[src/rtl/formatted_text_scanner_unit_assert.svh]
// Assertion macros shared by the formatted text scanner RTL.
// Needs nothing else; the macros expand to nothing when SYNTHESIS is defined.
`ifndef FORMATTED_TEXT_SCANNER_UNIT_ASSERT_SVH
`define FORMATTED_TEXT_SCANNER_UNIT_ASSERT_SVH
`ifndef SYNTHESIS
`define FTS_ASSERT_HOLDS(label, clk, rst, expr) \
  label: assert property (@(posedge clk) disable iff (rst) (expr)) \
    else $error("fts: invariant violated");
`define FTS_ASSERT_IMPLIES(label, clk, rst, ante, cons) \
  label: assert property (@(posedge clk) disable iff (rst) (ante) |-> (cons)) \
    else $error("fts: implication violated");
`define FTS_ASSERT_NEXT(label, clk, rst, ante, cons) \
  label: assert property (@(posedge clk) disable iff (rst) (ante) |=> (cons)) \
    else $error("fts: next-cycle check violated");
`else
`define FTS_ASSERT_HOLDS(label, clk, rst, expr)
`define FTS_ASSERT_IMPLIES(label, clk, rst, ante, cons)
`define FTS_ASSERT_NEXT(label, clk, rst, ante, cons)
`endif
`endif

[src/rtl/fts_pkg.sv]
// Shared types, codes and helper functions of the formatted text scanner.
// Used by fts_step, fts_queue and formatted_text_scanner_unit.
package fts_pkg;

  localparam int MAX_DIRECTIVES = 8;
  localparam int SLOT_BITS      = 3;
  localparam int COUNT_BITS     = 4;
  localparam int VALUE_BITS     = 32;
  localparam int CODE_BITS      = 2 * MAX_DIRECTIVES;
  localparam int QUEUE_DEPTH    = 4;
  localparam int QPTR_BITS      = 2;
  localparam int QCNT_BITS      = 3;

  // Input actions.
  localparam logic [1:0] ACT_CHAR  = 2'd0;
  localparam logic [1:0] ACT_EOI   = 2'd1;
  localparam logic [1:0] ACT_START = 2'd2;

  // Conversion codes of the format list.
  localparam logic [1:0] CONV_INT  = 2'd0;
  localparam logic [1:0] CONV_WORD = 2'd1;
  localparam logic [1:0] CONV_CHAR = 2'd2;
  localparam logic [1:0] CONV_NONE = 2'd3;

  // Result kinds.
  localparam logic [2:0] KIND_INT       = 3'd0;
  localparam logic [2:0] KIND_WORD_CHAR = 3'd1;
  localparam logic [2:0] KIND_WORD_END  = 3'd2;
  localparam logic [2:0] KIND_CHAR      = 3'd3;
  localparam logic [2:0] KIND_DONE      = 3'd4;

  // Configuration register indexes.
  localparam logic CFG_FORMAT = 1'b0;
  localparam logic CFG_COUNT  = 1'b1;

  typedef enum logic [6:0] {
    PH_IDLE     = 7'b0000001,
    PH_INT_WS   = 7'b0000010,
    PH_INT_SIGN = 7'b0000100,
    PH_INT_DIG  = 7'b0001000,
    PH_WORD_WS  = 7'b0010000,
    PH_WORD_RUN = 7'b0100000,
    PH_CHAR_WS  = 7'b1000000
  } phase_t;

  typedef struct packed {
    logic [2:0]            kind;
    logic [VALUE_BITS-1:0] int_value;
    logic [7:0]            char_value;
    logic [SLOT_BITS-1:0]  slot;
    logic [COUNT_BITS-1:0] count;
    logic                  last;
  } result_t;

  typedef struct packed {
    phase_t                phase;
    logic [SLOT_BITS-1:0]  slot;
    logic [VALUE_BITS-1:0] acc;
    logic                  neg;
    logic [COUNT_BITS-1:0] done;
  } scan_state_t;

  // Up to two results per input transaction, always in order.
  typedef struct packed {
    logic    push0;
    logic    push1;
    result_t res0;
    result_t res1;
  } step_out_t;

  function automatic logic is_ws(input logic [7:0] c);
    return (c == 8'd32) || ((c >= 8'd9) && (c <= 8'd13));
  endfunction

  function automatic logic is_dig(input logic [7:0] c);
    return (c >= 8'd48) && (c <= 8'd57);
  endfunction

endpackage

[src/rtl/fts_step.sv]
// Next-state and result logic for one input transaction of the scanner.
// Purely combinational; depends on fts_pkg.
module fts_step
  import fts_pkg::*;
(
  input  logic [CODE_BITS-1:0]  format_codes,
  input  logic [COUNT_BITS-1:0] directive_count,
  input  scan_state_t           state,
  input  logic [1:0]            action,
  input  logic [7:0]            char_code,
  output scan_state_t           state_next,
  output step_out_t             step
);

  logic [COUNT_BITS-1:0] usable;
  logic [COUNT_BITS-1:0] enter_start;
  logic                  found;
  logic [SLOT_BITS-1:0]  found_slot;
  logic [1:0]            found_code;
  logic [3:0]            digit;
  logic [VALUE_BITS-1:0] acc_times_ten;
  logic                  do_enter;
  logic                  emit_a;
  logic                  emit_fin;
  result_t               res_a;
  result_t               res_fin;

  assign usable = (directive_count > COUNT_BITS'(MAX_DIRECTIVES)) ?
                  COUNT_BITS'(MAX_DIRECTIVES) : directive_count;
  assign enter_start = (action == ACT_START) ? '0 :
                       ({1'b0, state.slot} + COUNT_BITS'(1));
  assign digit = 4'(char_code - 8'd48);
  assign acc_times_ten = (state.acc << 3) + (state.acc << 1);

  // First usable slot at or after the start slot.
  always_comb begin
    found      = 1'b0;
    found_slot = '0;
    for (int k = 0; k < MAX_DIRECTIVES; k++) begin
      if (!found && (COUNT_BITS'(k) >= enter_start) && (COUNT_BITS'(k) < usable) &&
          (format_codes[2*k +: 2] != CONV_NONE)) begin
        found      = 1'b1;
        found_slot = SLOT_BITS'(k);
      end
    end
  end

  assign found_code = format_codes[{found_slot, 1'b0} +: 2];

  always_comb begin
    state_next = state;
    do_enter   = 1'b0;
    emit_a     = 1'b0;
    emit_fin   = 1'b0;
    res_a      = '0;

    if (action == ACT_START) begin
      state_next.done = '0;
      do_enter        = 1'b1;
    end else if (action == ACT_EOI && state.phase != PH_IDLE) begin
      // A pending integer or word completes before the scan closes.
      if (state.phase == PH_INT_DIG) begin
        state_next.done = state.done + COUNT_BITS'(1);
        emit_a          = 1'b1;
        res_a.kind      = KIND_INT;
        res_a.int_value = state.neg ? (VALUE_BITS'(0) - state.acc) : state.acc;
        res_a.slot      = state.slot;
      end else if (state.phase == PH_WORD_RUN) begin
        state_next.done = state.done + COUNT_BITS'(1);
        emit_a          = 1'b1;
        res_a.kind      = KIND_WORD_END;
        res_a.slot      = state.slot;
      end
      emit_fin = 1'b1;
    end else if (action == ACT_CHAR) begin
      unique case (state.phase)
        PH_IDLE: begin
        end
        PH_INT_WS: begin
          if (is_ws(char_code)) begin
          end else if (char_code == "-" || char_code == "+") begin
            state_next.neg   = (char_code == "-");
            state_next.phase = PH_INT_SIGN;
          end else if (is_dig(char_code)) begin
            state_next.acc   = VALUE_BITS'(digit);
            state_next.phase = PH_INT_DIG;
          end else begin
            emit_fin = 1'b1;
          end
        end
        PH_INT_SIGN: begin
          if (is_dig(char_code)) begin
            state_next.acc   = VALUE_BITS'(digit);
            state_next.phase = PH_INT_DIG;
          end else begin
            emit_fin = 1'b1;
          end
        end
        PH_INT_DIG: begin
          if (is_dig(char_code)) begin
            state_next.acc = acc_times_ten + VALUE_BITS'(digit);
          end else begin
            state_next.done = state.done + COUNT_BITS'(1);
            emit_a          = 1'b1;
            res_a.kind      = KIND_INT;
            res_a.int_value = state.neg ? (VALUE_BITS'(0) - state.acc) : state.acc;
            res_a.slot      = state.slot;
            do_enter        = 1'b1;
          end
        end
        PH_WORD_WS: begin
          if (!is_ws(char_code)) begin
            state_next.phase = PH_WORD_RUN;
            emit_a           = 1'b1;
            res_a.kind       = KIND_WORD_CHAR;
            res_a.char_value = char_code;
            res_a.slot       = state.slot;
          end
        end
        PH_WORD_RUN: begin
          emit_a     = 1'b1;
          res_a.slot = state.slot;
          if (!is_ws(char_code)) begin
            res_a.kind       = KIND_WORD_CHAR;
            res_a.char_value = char_code;
          end else begin
            state_next.done = state.done + COUNT_BITS'(1);
            res_a.kind      = KIND_WORD_END;
            do_enter        = 1'b1;
          end
        end
        PH_CHAR_WS: begin
          if (!is_ws(char_code)) begin
            state_next.done  = state.done + COUNT_BITS'(1);
            emit_a           = 1'b1;
            res_a.kind       = KIND_CHAR;
            res_a.char_value = char_code;
            res_a.slot       = state.slot;
            do_enter         = 1'b1;
          end
        end
        default: begin
          state_next.phase = PH_IDLE;
        end
      endcase
    end

    if (do_enter) begin
      if (found) begin
        state_next.slot = found_slot;
        state_next.acc  = '0;
        state_next.neg  = 1'b0;
        unique case (found_code)
          CONV_INT:  state_next.phase = PH_INT_WS;
          CONV_WORD: state_next.phase = PH_WORD_WS;
          CONV_CHAR: state_next.phase = PH_CHAR_WS;
          default:   state_next.phase = PH_IDLE;
        endcase
      end else begin
        emit_fin = 1'b1;
      end
    end

    if (emit_fin) begin
      state_next.phase = PH_IDLE;
    end
  end

  always_comb begin
    res_fin       = '0;
    res_fin.kind  = KIND_DONE;
    res_fin.count = state_next.done;
    res_fin.last  = 1'b1;
  end

  always_comb begin
    step.push0       = emit_a || emit_fin;
    step.push1       = emit_a && emit_fin;
    step.res0        = emit_a ? res_a : res_fin;
    step.res0.count  = state_next.done;
    step.res1        = res_fin;
  end

endmodule

[src/rtl/fts_queue.sv]
// Four-entry result queue that takes up to two results per cycle.
// Depends on fts_pkg for the result type and the queue sizes.
module fts_queue
  import fts_pkg::*;
(
  input  logic                 clk,
  input  logic                 rst,
  input  logic                 push0,
  input  logic                 push1,
  input  result_t              res0,
  input  result_t              res1,
  input  logic                 pop,
  output result_t              head,
  output logic [QCNT_BITS-1:0] count
);

  result_t               entries [QUEUE_DEPTH];
  logic [QPTR_BITS-1:0]  wr_ptr;
  logic [QPTR_BITS-1:0]  rd_ptr;
  logic [QPTR_BITS-1:0]  wr_ptr_next;
  logic [QCNT_BITS-1:0]  count_next;

  always_comb begin
    wr_ptr_next = wr_ptr + QPTR_BITS'(push0) + QPTR_BITS'(push1);
    count_next  = count + QCNT_BITS'(push0) + QCNT_BITS'(push1) - QCNT_BITS'(pop);
  end

  always_ff @(posedge clk) begin
    if (rst) begin
      wr_ptr <= '0;
      rd_ptr <= '0;
      count  <= '0;
    end else begin
      wr_ptr <= wr_ptr_next;
      count  <= count_next;
      if (pop) begin
        rd_ptr <= rd_ptr + QPTR_BITS'(1);
      end
    end
  end

  // The second result of a transaction only ever comes with the first.
  always_ff @(posedge clk) begin
    if (push0) begin
      entries[wr_ptr] <= res0;
    end
    if (push1) begin
      entries[wr_ptr + QPTR_BITS'(1)] <= res1;
    end
  end

  assign head = entries[rd_ptr];

endmodule

[src/rtl/formatted_text_scanner_unit.sv]
// Formatted text scanner top level: configuration, scan state and result queue.
// Depends on fts_pkg, fts_step, fts_queue and formatted_text_scanner_unit_assert.svh.
//
//   Channel   Handshake              Payload
//   config    cfg_we                 cfg_index, cfg_data
//   input     in_valid / in_stall    action, char_code
//   output    out_valid / out_stall  result_kind, int_value, char_value,
//                                    directive_slot, matched_count, last
//
// One input transaction is taken per cycle while in_stall is low; its zero to two
// results enter the four-entry queue at the same edge and can leave it from the
// next cycle on. The queue drains one result per cycle while out_stall is low, so
// the input rate equals the output rate when each character yields at most one
// result. in_stall is high while fewer than two queue entries are free.
// Synchronous reset clears configuration, scan state and the queue; no clearing pass.
`include "formatted_text_scanner_unit_assert.svh"
module formatted_text_scanner_unit
  import fts_pkg::*;
(
  input  logic                         clk,
  input  logic                         rst,
  input  logic                         cfg_we,
  input  logic                         cfg_index,
  input  logic [CODE_BITS-1:0]         cfg_data,
  input  logic                         in_valid,
  output logic                         in_stall,
  input  logic [1:0]                   action,
  input  logic [7:0]                   char_code,
  output logic                         out_valid,
  input  logic                         out_stall,
  output logic [2:0]                   result_kind,
  output logic signed [VALUE_BITS-1:0] int_value,
  output logic [7:0]                   char_value,
  output logic [SLOT_BITS-1:0]         directive_slot,
  output logic [COUNT_BITS-1:0]        matched_count,
  output logic                         last
);

  logic [CODE_BITS-1:0]  format_codes;
  logic [COUNT_BITS-1:0] directive_count;
  scan_state_t           state;
  scan_state_t           state_next;
  step_out_t             step;
  result_t               head;
  logic [QCNT_BITS-1:0]  q_count;
  logic                  in_acc;
  logic                  out_acc;
  logic                  fin_taken;

  assign in_acc  = in_valid && !in_stall;
  assign out_acc = out_valid && !out_stall;

  always_ff @(posedge clk) begin
    if (rst) begin
      format_codes    <= '0;
      directive_count <= '0;
    end else if (cfg_we) begin
      unique case (cfg_index)
        CFG_FORMAT: format_codes    <= cfg_data;
        CFG_COUNT:  directive_count <= cfg_data[COUNT_BITS-1:0];
        default:    format_codes    <= format_codes;
      endcase
    end
  end

  always_ff @(posedge clk) begin
    if (rst) begin
      state.phase <= PH_IDLE;
      state.slot  <= '0;
      state.acc   <= '0;
      state.neg   <= 1'b0;
      state.done  <= '0;
    end else if (in_acc) begin
      state <= state_next;
    end
  end

  fts_step u_step (
    .format_codes    (format_codes),
    .directive_count (directive_count),
    .state           (state),
    .action          (action),
    .char_code       (char_code),
    .state_next      (state_next),
    .step            (step)
  );

  fts_queue u_queue (
    .clk   (clk),
    .rst   (rst),
    .push0 (in_acc && step.push0),
    .push1 (in_acc && step.push1),
    .res0  (step.res0),
    .res1  (step.res1),
    .pop   (out_acc),
    .head  (head),
    .count (q_count)
  );

  assign in_stall       = (q_count >= QCNT_BITS'(QUEUE_DEPTH - 1));
  assign out_valid      = (q_count != '0);
  assign result_kind    = head.kind;
  assign int_value      = head.int_value;
  assign char_value     = head.char_value;
  assign directive_slot = head.slot;
  assign matched_count  = head.count;
  assign last           = head.last;

  // An accepted transaction that closes the scan.
  assign fin_taken = in_acc && step.push0 && (step.res0.last || step.push1);

  `FTS_ASSERT_HOLDS(a_queue_bound, clk, rst, q_count <= QCNT_BITS'(QUEUE_DEPTH))
  `FTS_ASSERT_IMPLIES(a_second_needs_first, clk, rst, step.push1, step.push0)
  `FTS_ASSERT_IMPLIES(a_last_is_done, clk, rst, out_valid && last, result_kind == KIND_DONE)
  `FTS_ASSERT_NEXT(a_idle_after_last, clk, rst, fin_taken, state.phase == PH_IDLE)

endmodule

[config.mk]
export PLATFORM = sky130hd
export DESIGN_NAME = formatted_text_scanner_unit
export DESIGN_NICKNAME = d
export VERILOG_FILES = /design/src/rtl/fts_pkg.sv /design/src/rtl/fts_step.sv /design/src/rtl/fts_queue.sv /design/src/rtl/formatted_text_scanner_unit.sv
export VERILOG_INCLUDE_DIRS = /design/src /design/src/rtl
export SDC_FILE = /design/constraint.sdc
export NUM_CORES = 1
export LEC_CHECK = 0
export BUFFER_PORTS_ARGS = -buffer_cell sky130_fd_sc_hd__buf_2
export CAP_MARGIN = 5
export CORE_AREA = 5 5 159 161
export DETAILED_ROUTE_END_ITERATION = 10
export DIE_AREA = 0 0 164 166
export PLACE_DENSITY_LB_ADDON = 0.1
export SYNTH_ARGS = -nofsm -noshare
export SYNTH_HDL_FRONTEND = slang
export SYNTH_SLANG_ARGS = --single-unit
[constraint.sdc]
create_clock -name clk -period 6.8 [get_ports clk]
set_input_delay 0.34 -clock clk [delete_from_list [all_inputs] [get_ports clk]]
set_output_delay 0.34 -clock clk [all_outputs]
set_load 0.05 [all_outputs]
==> results of run 1 <==
area by class of cell:
| class | instances | area, um^2 | share of cell area (%) |
|---|---|---|---|
| multi-input cells | 1041 | 7820 | 50.3 |
| flip-flops and latches | 276 | 5690 | 36.6 |
| clock buffers | 40 | 848 | 5.46 |
| repair buffers | 97 | 518 | 3.33 |
| well taps | 324 | 405 | 2.61 |
| clock inverters | 11 | 138 | 0.886 |
| inverters | 31 | 116 | 0.749 |
report_power, final:
group	switching, W	total (W)	internal [W]	leakage [nW]
combinational	0.000277	0.000466	0.000188	3.51
sequential	0.0000965	0.00176	0.00166	2.26
clock	0.000642	0.00162	0.000980	0.492
total	0.00102	0.00384	0.00283	6.26
cell usage after synthesis, types with 6 or more instances:
cell type                   number
sky130_fd_sc_hd__xnor2_1        30
sky130_fd_sc_hd__clkbuf_1       38
sky130_fd_sc_hd__or4_1           6
sky130_fd_sc_hd__or2_2           9
sky130_fd_sc_hd__buf_4           8
sky130_fd_sc_hd__and2_1          7
sky130_fd_sc_hd__a21o_1         14
sky130_fd_sc_hd__nand2_1       148
sky130_fd_sc_hd__o31ai_1         9
sky130_fd_sc_hd__nand3_1        26
sky130_fd_sc_hd__nand2b_1       14
sky130_fd_sc_hd__nor3_1         15
sky130_fd_sc_hd__xor2_1         29
sky130_fd_sc_hd__buf_1           8
sky130_fd_sc_hd__nor2_1        102
sky130_fd_sc_hd__o21ai_0        97
sky130_fd_sc_hd__nor4_1          6
sky130_fd_sc_hd__buf_2          29
sky130_fd_sc_hd__a22o_1        125
sky130_fd_sc_hd__a21oi_1        73
sky130_fd_sc_hd__o211ai_1        7
sky130_fd_sc_hd__edfxtp_1       16
sky130_fd_sc_hd__a22oi_1         9
sky130_fd_sc_hd__ha_1           63
sky130_fd_sc_hd__or3_1          18
sky130_fd_sc_hd__and3_1         12
sky130_fd_sc_hd__o21a_1          6
sky130_fd_sc_hd__nor2b_1        13
sky130_fd_sc_hd__inv_1          31
sky130_fd_sc_hd__dfxtp_1       260
sky130_fd_sc_hd__mux4_2         50
sky130_fd_sc_hd__o2bb2ai_1      39
sky130_fd_sc_hd__a211oi_1        8
sky130_fd_sc_hd__a31oi_1        12
sky130_fd_sc_hd__a2bb2oi_1       6
critical path: stages, from the launching register on:
cell	delay, ns
sky130_fd_sc_hd__dfxtp_1	0.42
sky130_fd_sc_hd__nor4_2	0.44
sky130_fd_sc_hd__nand3_1	0.16
sky130_fd_sc_hd__and3_1	0.26
sky130_fd_sc_hd__a2111oi_2	0.44
sky130_fd_sc_hd__or2_1	0.67
sky130_fd_sc_hd__nand2_2	0.21
sky130_fd_sc_hd__maj3_2	0.39
sky130_fd_sc_hd__nand2_2	0.83
sky130_fd_sc_hd__inv_1	0.27
path summary, 6_finish.rpt:
kind	from	to	slack, ns	depth (start not counted)
min reg2reg	u_queue.entries[0][0]$_SDFFE_PP1P_	u_queue.entries[0][0]$_SDFFE_PP1P_	0.45	2
max	state[46]$_SDFFE_PP0P_	u_queue.entries[1][2]$_DFFE_PP_	2.39	9
min	cfg_data[8]	format_codes[8]$_SDFFE_PP0P_	0.04	3
max reg2reg	state[46]$_SDFFE_PP0P_	u_queue.entries[1][2]$_DFFE_PP_	2.39	9
layer usage:
layer  global-route usage [%]  routed length [um]  up-vias
met4                     5.51                 581        0
met3                     3.52                2190       46
met5                        0                   0        -
met1                     38.4               17000     5483
met2                     40.4               15800      370
li1                         -                   -     5456
metrics by stage:
step / hold slack (ns) / cells
2_1_floorplan: 0.420 / 1435
3_3_place_gp: 0.430 / 1769
3_5_place_dp: 0.438 / 1769
4_1_cts: 0.0305 / 1820
5_1_grt: 0.0251 / 1820
6_report: 0.0426 / 1820
flip-flops by register name, indices dropped and copies added (netlist names), named ones only:
| signal | flops |
|---|---|
| format_codes | 16 |
| u_queue.count | 3 |
| u_queue.wr_ptr | 2 |
| u_queue.rd_ptr | 2 |
| state | 47 |
| directive_count | 4 |
| u_queue.entries | 200 |
kinds of logic (layout without fill, tap and decap cells):
family          count (synthesis)  in the layout
buf+inv                       118            179
simple gates                  399            399
xor+xnor                       59             59
flops                         276            276
mux                            56             56
compound gates                458            458
fa+ha+maj                      69             69
==> results.md, run 1 <==
- The most common flop cell mapped by yosys is sky130_fd_sc_hd__dfxtp_1.
- The clock-pin transition on the worst setup and hold timing paths is about 0.06 ns.
- From synthesis to final layout, the design area changed by 10.9%.
- The summed negative setup slack over all endpoints is 0 ns.
- The number of global-route vias before repair is 10996.
- The number of warnings reported in the yosys synthesis log is 0.
- The library cell used most frequently in the layout, excluding fill and tap cells, is sky130_fd_sc_hd__dfxtp_1.
- For the worst setup path, the data required time is approximately 7.0 ns.
- The floorplan step defined a die boundary enclosing 0.0272 mm^2.
- Setup repair after global routing left no endpoint under its margin.
- The initial utilization of the core area, before any placement, comes to between 50 and 60%.
- The number of antenna violations at the first check in global routing is 0.
- The horizontal extent of the die is around 160 um.
- The area share of the leading cell type in the synthesized netlist is around 37%.
- Global routing finished with a remaining overflow of 0.
- STA classifies the critical path endpoint as a flop.
- The library cells used most frequently in the layout, excluding fill and tap cells, are 258 x sky130_fd_sc_hd__dfxtp_1, 148 x sky130_fd_sc_hd__nand2_1, 125 x sky130_fd_sc_hd__a22o_1, 102 x sky130_fd_sc_hd__nor2_1, 97 x sky130_fd_sc_hd__o21ai_0.
- The count of flip-flops with a built-in enable after synthesis is 16.
- The share of the core filled with cells in the final layout is roughly 65%.
- Total power for the finished layout comes to roughly 0.0038 W.
- The synthesized netlist devotes between 10% and 20% of its cell area to simple gates.
- Hold repair after CTS inserted 0 buffers.
- The initialized floorplan defines 57 standard-cell rows.
- The number of design-rule violations left by the first detailed-router iteration is ~1100.
- The repair_antennas step left the layout with diodes totalling 0.
- The post-detailed-route DRC marker count is 0.
- The quantity of gates resized following cts is 0.
- In the post-synthesis netlist, the biggest area contributors are sky130_fd_sc_hd__dfxtp_1 37%, sky130_fd_sc_hd__mux4_2 8.0%, sky130_fd_sc_hd__a22o_1 7.8%, sky130_fd_sc_hd__ha_1 5.6%, sky130_fd_sc_hd__nand2_1 4.0%.
- The area of the core is around 0.024 mm^2.
- The total power divided by cell area is approximately 250 mW/mm^2.
- For this run, the post-layout net count is 1576.
- Once detailed placement completed, the half-perimeter wirelength came to roughly 25 mm.
- The setup slack of the critical path after layout is 2.39 ns.
- TritonCTS built the clock tree.
- The first global-routing pass estimated 58.1 mm of wire.
- The highest attainable clock frequency is 0.227 GHz.
- The xor/xnor cell area share of the yosys netlist is 3.69%.
- The worst supply voltage drop on vdd is slightly below 0.0002 V.
- Of all nets on the critical path, the largest fanout is a little under 50.
- The worst-margin pin slew is around 1.1 ns.
- The compound-gate portion of the synthesized area is 23.6%.
- The cell chosen for the clock root is sky130_fd_sc_hd__clkbuf_16.
- The kind of launch point of the worst setup path is a flop.
- The largest net degree at the start of global routing is between 50 and 60.
- The number of nets still failing antenna checks after routing is 0.
- The number of unique standard cell types used by synthesis is 84.
- The count of input and output buffers is 84.
- At the end of routability-driven placement, the weighted congestion stood at around 0.95.
- The critical path class is flop to flop.
- Before antenna repair, the detailed router went through 5 iterations.
- The number of filler cells placed in the layout is just under 2000.
- In this run the cell area of the synthesized design comes to 0.0140 mm^2.
- The portion of synthesized area spent on multiplexers is under 10%.
- The largest family of logic cells by synthesized area is compound AO/OA/AOI/OAI gates.
- The reported leakage power is roughly 6.3 nW.
- Counting every net in the synthesized netlist gives ~1500.
- In the final layout, the share of cells above drive strength 1 is about 16%.
- Headroom to the max-slew limit came out at approximately 24%.
- After layout, the worst path uses approximately two thirds of the clock period.
- The count of pins on the block boundary is 85.
- The H-tree depth reported by CTS is 1.
- Prior to clock tree synthesis, the placed netlist has a worst setup slack of just over 2 ns.
- The final critical path time including I/O delays and setup is approximately 4.4 ns.
- Of all cell types, the one taking the most synthesized area is sky130_fd_sc_hd__dfxtp_1.
- The type of the tightest min-delay check is input port to flop.
- The height of the die is roughly 170 um.
- The routed design has ~36 mm of wire.
- Summing the areas of all fa, ha and maj instances in the mapped netlist gives between 6 and 7% of the synthesized area.
- The overall track demand over capacity in global routing is between 20 and 30%.
- The count of clock tree sinks is 276.
- The run finished with clean final reports.
- The number of buffers created by CTS is 29.
- The clock skew after layout is roughly 0.0074 ns.
- Of the synthesized area, sequential elements account for 40.6%.
- The later pin in the worst-skew pair is clocked with a latency of between 0.5 and 0.6 ns.
- The cell area after layout is ~0.016 mm^2.
- Post-CTS timing repair inserted 0 buffers for setup.
- In this run the mean area of a mapped cell was roughly 9.8 um^2.
- After detailed routing, the number of vias per cell comes to between 6 and 7.
- The number of violations of the max-capacitance limit is 0.
- Setup violations remaining at the end of the flow were counted as 0.
- The clock passes through at most 3 buffers.
- The number of pins exceeding their max-slew limit in the final report was 0.
- The routed wirelength normalized by instance count is between 15 and 20 um.
- The post-place instance area is ~0.015 mm^2.
- Data on the critical path arrives at its endpoint at between 4 and 5 ns.
- The count of endpoints failing hold in the final timing report was 0.
- The post-synthesis async set-or-reset flop share is 0%.
- In this run, synthesis produced a sequential element count of approximately 280.
- The detailed router placed 11355 vias in this run.
- The post-synthesis cell count is 1435.
Note: power is estimated with default switching activity, not from simulation.
==> inputs of run 2 (changes only) <==
==> constraint.sdc (replaced) <==
create_clock -name clk -period 4.6 [get_ports clk]
set_input_delay 0.23 -clock clk [delete_from_list [all_inputs] [get_ports clk]]
set_output_delay 0.23 -clock clk [all_outputs]
set_load 0.05 [all_outputs]
==> run 2 against run 1 <==
- maximum frequency grew 7.3%
- routed wire length grew 3.2%
- cell area grew 2.4%
- sequential share of layout area shrank 0.88 points
==> results.md, run 2 (synthesis results as in run 1) <==
- The flow ran to the end, and the final reports show no timing, DRC or antenna violations.
- The kind of launch point of the worst setup path is a flop.
- The highest attainable clock frequency is 0.243 GHz (+7.3%).
- The height of the die was 166 um (unchanged).
- The total wire length after detailed routing came to 36.7 mm (+3.2%).
- The reported leakage power is 6.42 nW (+2.6%).
- Leaving out fill and tap cells, the most frequent cell in the layout is sky130_fd_sc_hd__dfxtp_1.
- The number of flip-flops in the largest register is 200 (unchanged).
- The number of pins exceeding their max-slew limit in the final report is 0 (unchanged).
- The H-tree depth reported by CTS is 1 (unchanged).
- The summed negative setup slack over all endpoints is 0 ns (unchanged).
- The sum of buffers and inverters on the critical path was 1 (unchanged).
- The routability congestion estimate from global placement is 0.945 (-0.45%).
- The area growth from synthesis to layout is 13.6%.
- The largest net degree at the start of global routing is 51 (-8.9%).
- The count of non-filler cells in the finished layout came to 1849 (+1.6%).
- The number of buffers created by CTS is 30 (+3.4%).
- The total power divided by cell area is 369 mW/mm^2 (+49%).
- The cell chosen for the clock root is sky130_fd_sc_hd__clkbuf_16.
- The number of nets in the final layout is 1601 (+1.6%).
- The critical path's largest stage delay was 0.62 ns (-0.21 ns).
- The quantity of gates resized following cts is 0 (unchanged).
- The ratio of routed vias to standard cells is 6.23 (-0.13%).
- The number of global-route vias before repair was 10987 (-0.082%).
- The worst-margin pin slew is 1.04 ns (-0.0927 ns).
- The flop-to-flop setup slack is 0.49 ns (-1.90 ns).
- The total iterations of the first detailed-routing run is 6 (+1).
- The global-route wire length before repair is 59.3 mm (+2.0%).
- The final critical-path share of the clock period is 89.4% (+25 points).
- The number of placed cells counting well taps is 1774 (+0.28%).
- The area of the die was 0.0272 mm^2 (unchanged).
- The worst slew slack as a fraction of its limit was 30.5% (+6.4 points).
- The count of pins on the block boundary was 85 (unchanged).
- The starting density of the core came to 58.8% (unchanged).
- The number of design-rule violations left by the first detailed-router iteration was 1096 (+2.7%).
- The number of violations of the max-capacitance limit was 0 (unchanged).
- The total grt overflow came to 0 (unchanged).
- The worst supply voltage drop on vdd is 0.000296 V (+50%).
- The number of nets still failing antenna checks after routing was 0 (unchanged).
- The standard-cell row count came to 57 (unchanged).
- The buffer levels on the longest clock path came to 3 (unchanged).
- The total via count after detailed routing is 11521 (+1.5%).
- The post-detailed-route DRC marker count came to 0 (unchanged).
- The clock skew after layout came to 0.0175 ns (+0.0101 ns).
- The source-to-sink clock delay at the later pin of the worst-skew pair came to 0.57 ns (+0.03 ns).
- Walking the worst path, the cells encountered are ha_1 -> xnor2_1 -> o311ai_0 -> a21o_1 -> a21boi_1 -> nand4b_2 -> nand2_2 -> nand3_1 -> ha_1 -> inv_1 -> fa_1 -> fa_1 -> xnor2_1 -> nor2_1.
- The count of input and output buffers is 84 (unchanged).
- The top register by number of flip-flops is u_queue.entries.
- The cell family contributing the most delay on the critical path is adder cells.
- The clock-pin transition on the worst setup and hold timing paths is 0.06 ns (about the same).
- The number of hold buffers added after cts was 19 (+19).
- The count of endpoints failing hold in the final timing report is 0 (unchanged).
- The CTS tree is yes.
- The placed wire-length estimate is 25.4 mm (+2.8%).
- The number of antenna cells inserted came to 0 (unchanged).
- The maximum net fanout on the critical path is 11 (-78%).
- The kind of end point of the critical path is a flop.
- The final critical path time including I/O delays and setup is 4.11 ns (-0.298 ns).
- Setup repair after global routing left no endpoint under its margin.
- In the final layout, the registers with the most flip-flops are u_queue.entries x200, state x47, format_codes x16.
- The buffer count from post-CTS setup fixing is 0 (unchanged).
- The layout cell share with drive strength beyond 1 was 15.8% (+0.23 points).
- The final count of negative-setup-slack endpoints is 0 (unchanged).
- In the layout the commonest cells are 258 x sky130_fd_sc_hd__dfxtp_1, 148 x sky130_fd_sc_hd__nand2_1, 125 x sky130_fd_sc_hd__a22o_1, 102 x sky130_fd_sc_hd__nor2_1, 97 x sky130_fd_sc_hd__o21ai_0.
- The overall track demand over capacity in global routing was 26.6% (+0.73 points).
- The required time of the critical path was 5.03 ns (-2.00 ns).
- The area of the core was 0.0238 mm^2 (unchanged).
- The critical path in this run is classified as flop to flop.
- In this run the worst hold path is classified as input port to flop.
- The horizontal extent of the die is 164 um (unchanged).
- The number of antenna violations at the first check in global routing was 1 (+1).
- The routed wirelength normalized by instance count is 19.8 um (+1.5%).
- The count of clock tree sinks is 276 (unchanged).
- The critical-path cell with the highest stage delay is sky130_fd_sc_hd__o311ai_0.
- The worst path arrival time is 4.54 ns (-0.10 ns).
run 2: changes by cell type in the layout (fill, tap and decap cells not counted), moves of 2 or more:
| cell | before | now |
|---|---|---|
| sky130_fd_sc_hd__dlygate4sd3_1 | 0 | 19 |
| sky130_fd_sc_hd__buf_12 | 0 | 4 |
| sky130_fd_sc_hd__clkinv_2 | 6 | 2 |
| sky130_fd_sc_hd__clkbuf_1 | 4 | 6 |
run 2: layout make-up:
type,instances,area [um^2]
clock inverter,12,203
timing repair buffer,121,796
sequential,276,5690
multi-input combinational,1041,7820
tap,324,405
clock buffer,44,886
inverter,31,116
fill,1985,7910
run 2: routing by layer:
metal | global-route usage (%) | share of wire [%] | vias to the layer above
met5 | 0 | 0 | -
met4 | 5.91 | 2.1 | 0
met3 | 4.10 | 6.7 | 51
met2 | 39.2 | 43 | 399
met1 | 41.2 | 49 | 5566
li1 | - | - | 5505
run 2: where the power goes:
part,internal (W),switching [W]
sequential,0.00245,0.000153
clock,0.00157,0.00100
combinational,0.000292,0.000408
total,0.00431,0.00156
run 2: worst paths after layout:
kind / start / to / cells after the start
min reg2reg: u_queue.entries[2][38]$_SDFFE_PP0N_ / u_queue.entries[2][38]$_SDFFE_PP0N_ / 2
max reg2reg: state[37]$_SDFFE_PP0P_ / u_queue.count[2]$_SDFF_PP0_ / 14
min: char_code[0] / state[5]$_SDFFE_PP0P_ / 3
max: state[37]$_SDFFE_PP0P_ / u_queue.count[2]$_SDFF_PP0_ / 14
run 2: through the flow:
stage | hold WS (ns) | setup WS, ns | util, % | total power, W | area [um^2]
final | 0.0278 | 0.486 | 66.8 | 0.00588 | 15900
after global routing | 0.0784 | 0.206 | 66.8 | 0.00609 | 15900
after CTS | 0.0136 | 0.574 | 66.8 | 0.00591 | 15900
after detailed placement | 0.438 | 0.575 | 61.4 | 0.00335 | 14600
after global placement | 0.429 | 0.676 | 61.4 | 0.00334 | 14600
after floorplan | 0.366 | 1.04 | - | 0.00317 | 14000
run 2: worst reg2reg max path: stages (launching register included):
cell and delay (ns):
sky130_fd_sc_hd__dfxtp_1 0.53, sky130_fd_sc_hd__ha_1 0.26, sky130_fd_sc_hd__xnor2_1 0.12, sky130_fd_sc_hd__o311ai_0 0.62, sky130_fd_sc_hd__a21o_1 0.23, sky130_fd_sc_hd__a21boi_1 0.35, sky130_fd_sc_hd__nand4b_2 0.24, sky130_fd_sc_hd__nand2_2 0.19
sky130_fd_sc_hd__nand3_1 0.13, sky130_fd_sc_hd__ha_1 0.30, sky130_fd_sc_hd__inv_1 0.04, sky130_fd_sc_hd__fa_1 0.37, sky130_fd_sc_hd__fa_1 0.39, sky130_fd_sc_hd__xnor2_1 0.16, sky130_fd_sc_hd__nor2_1 0.05
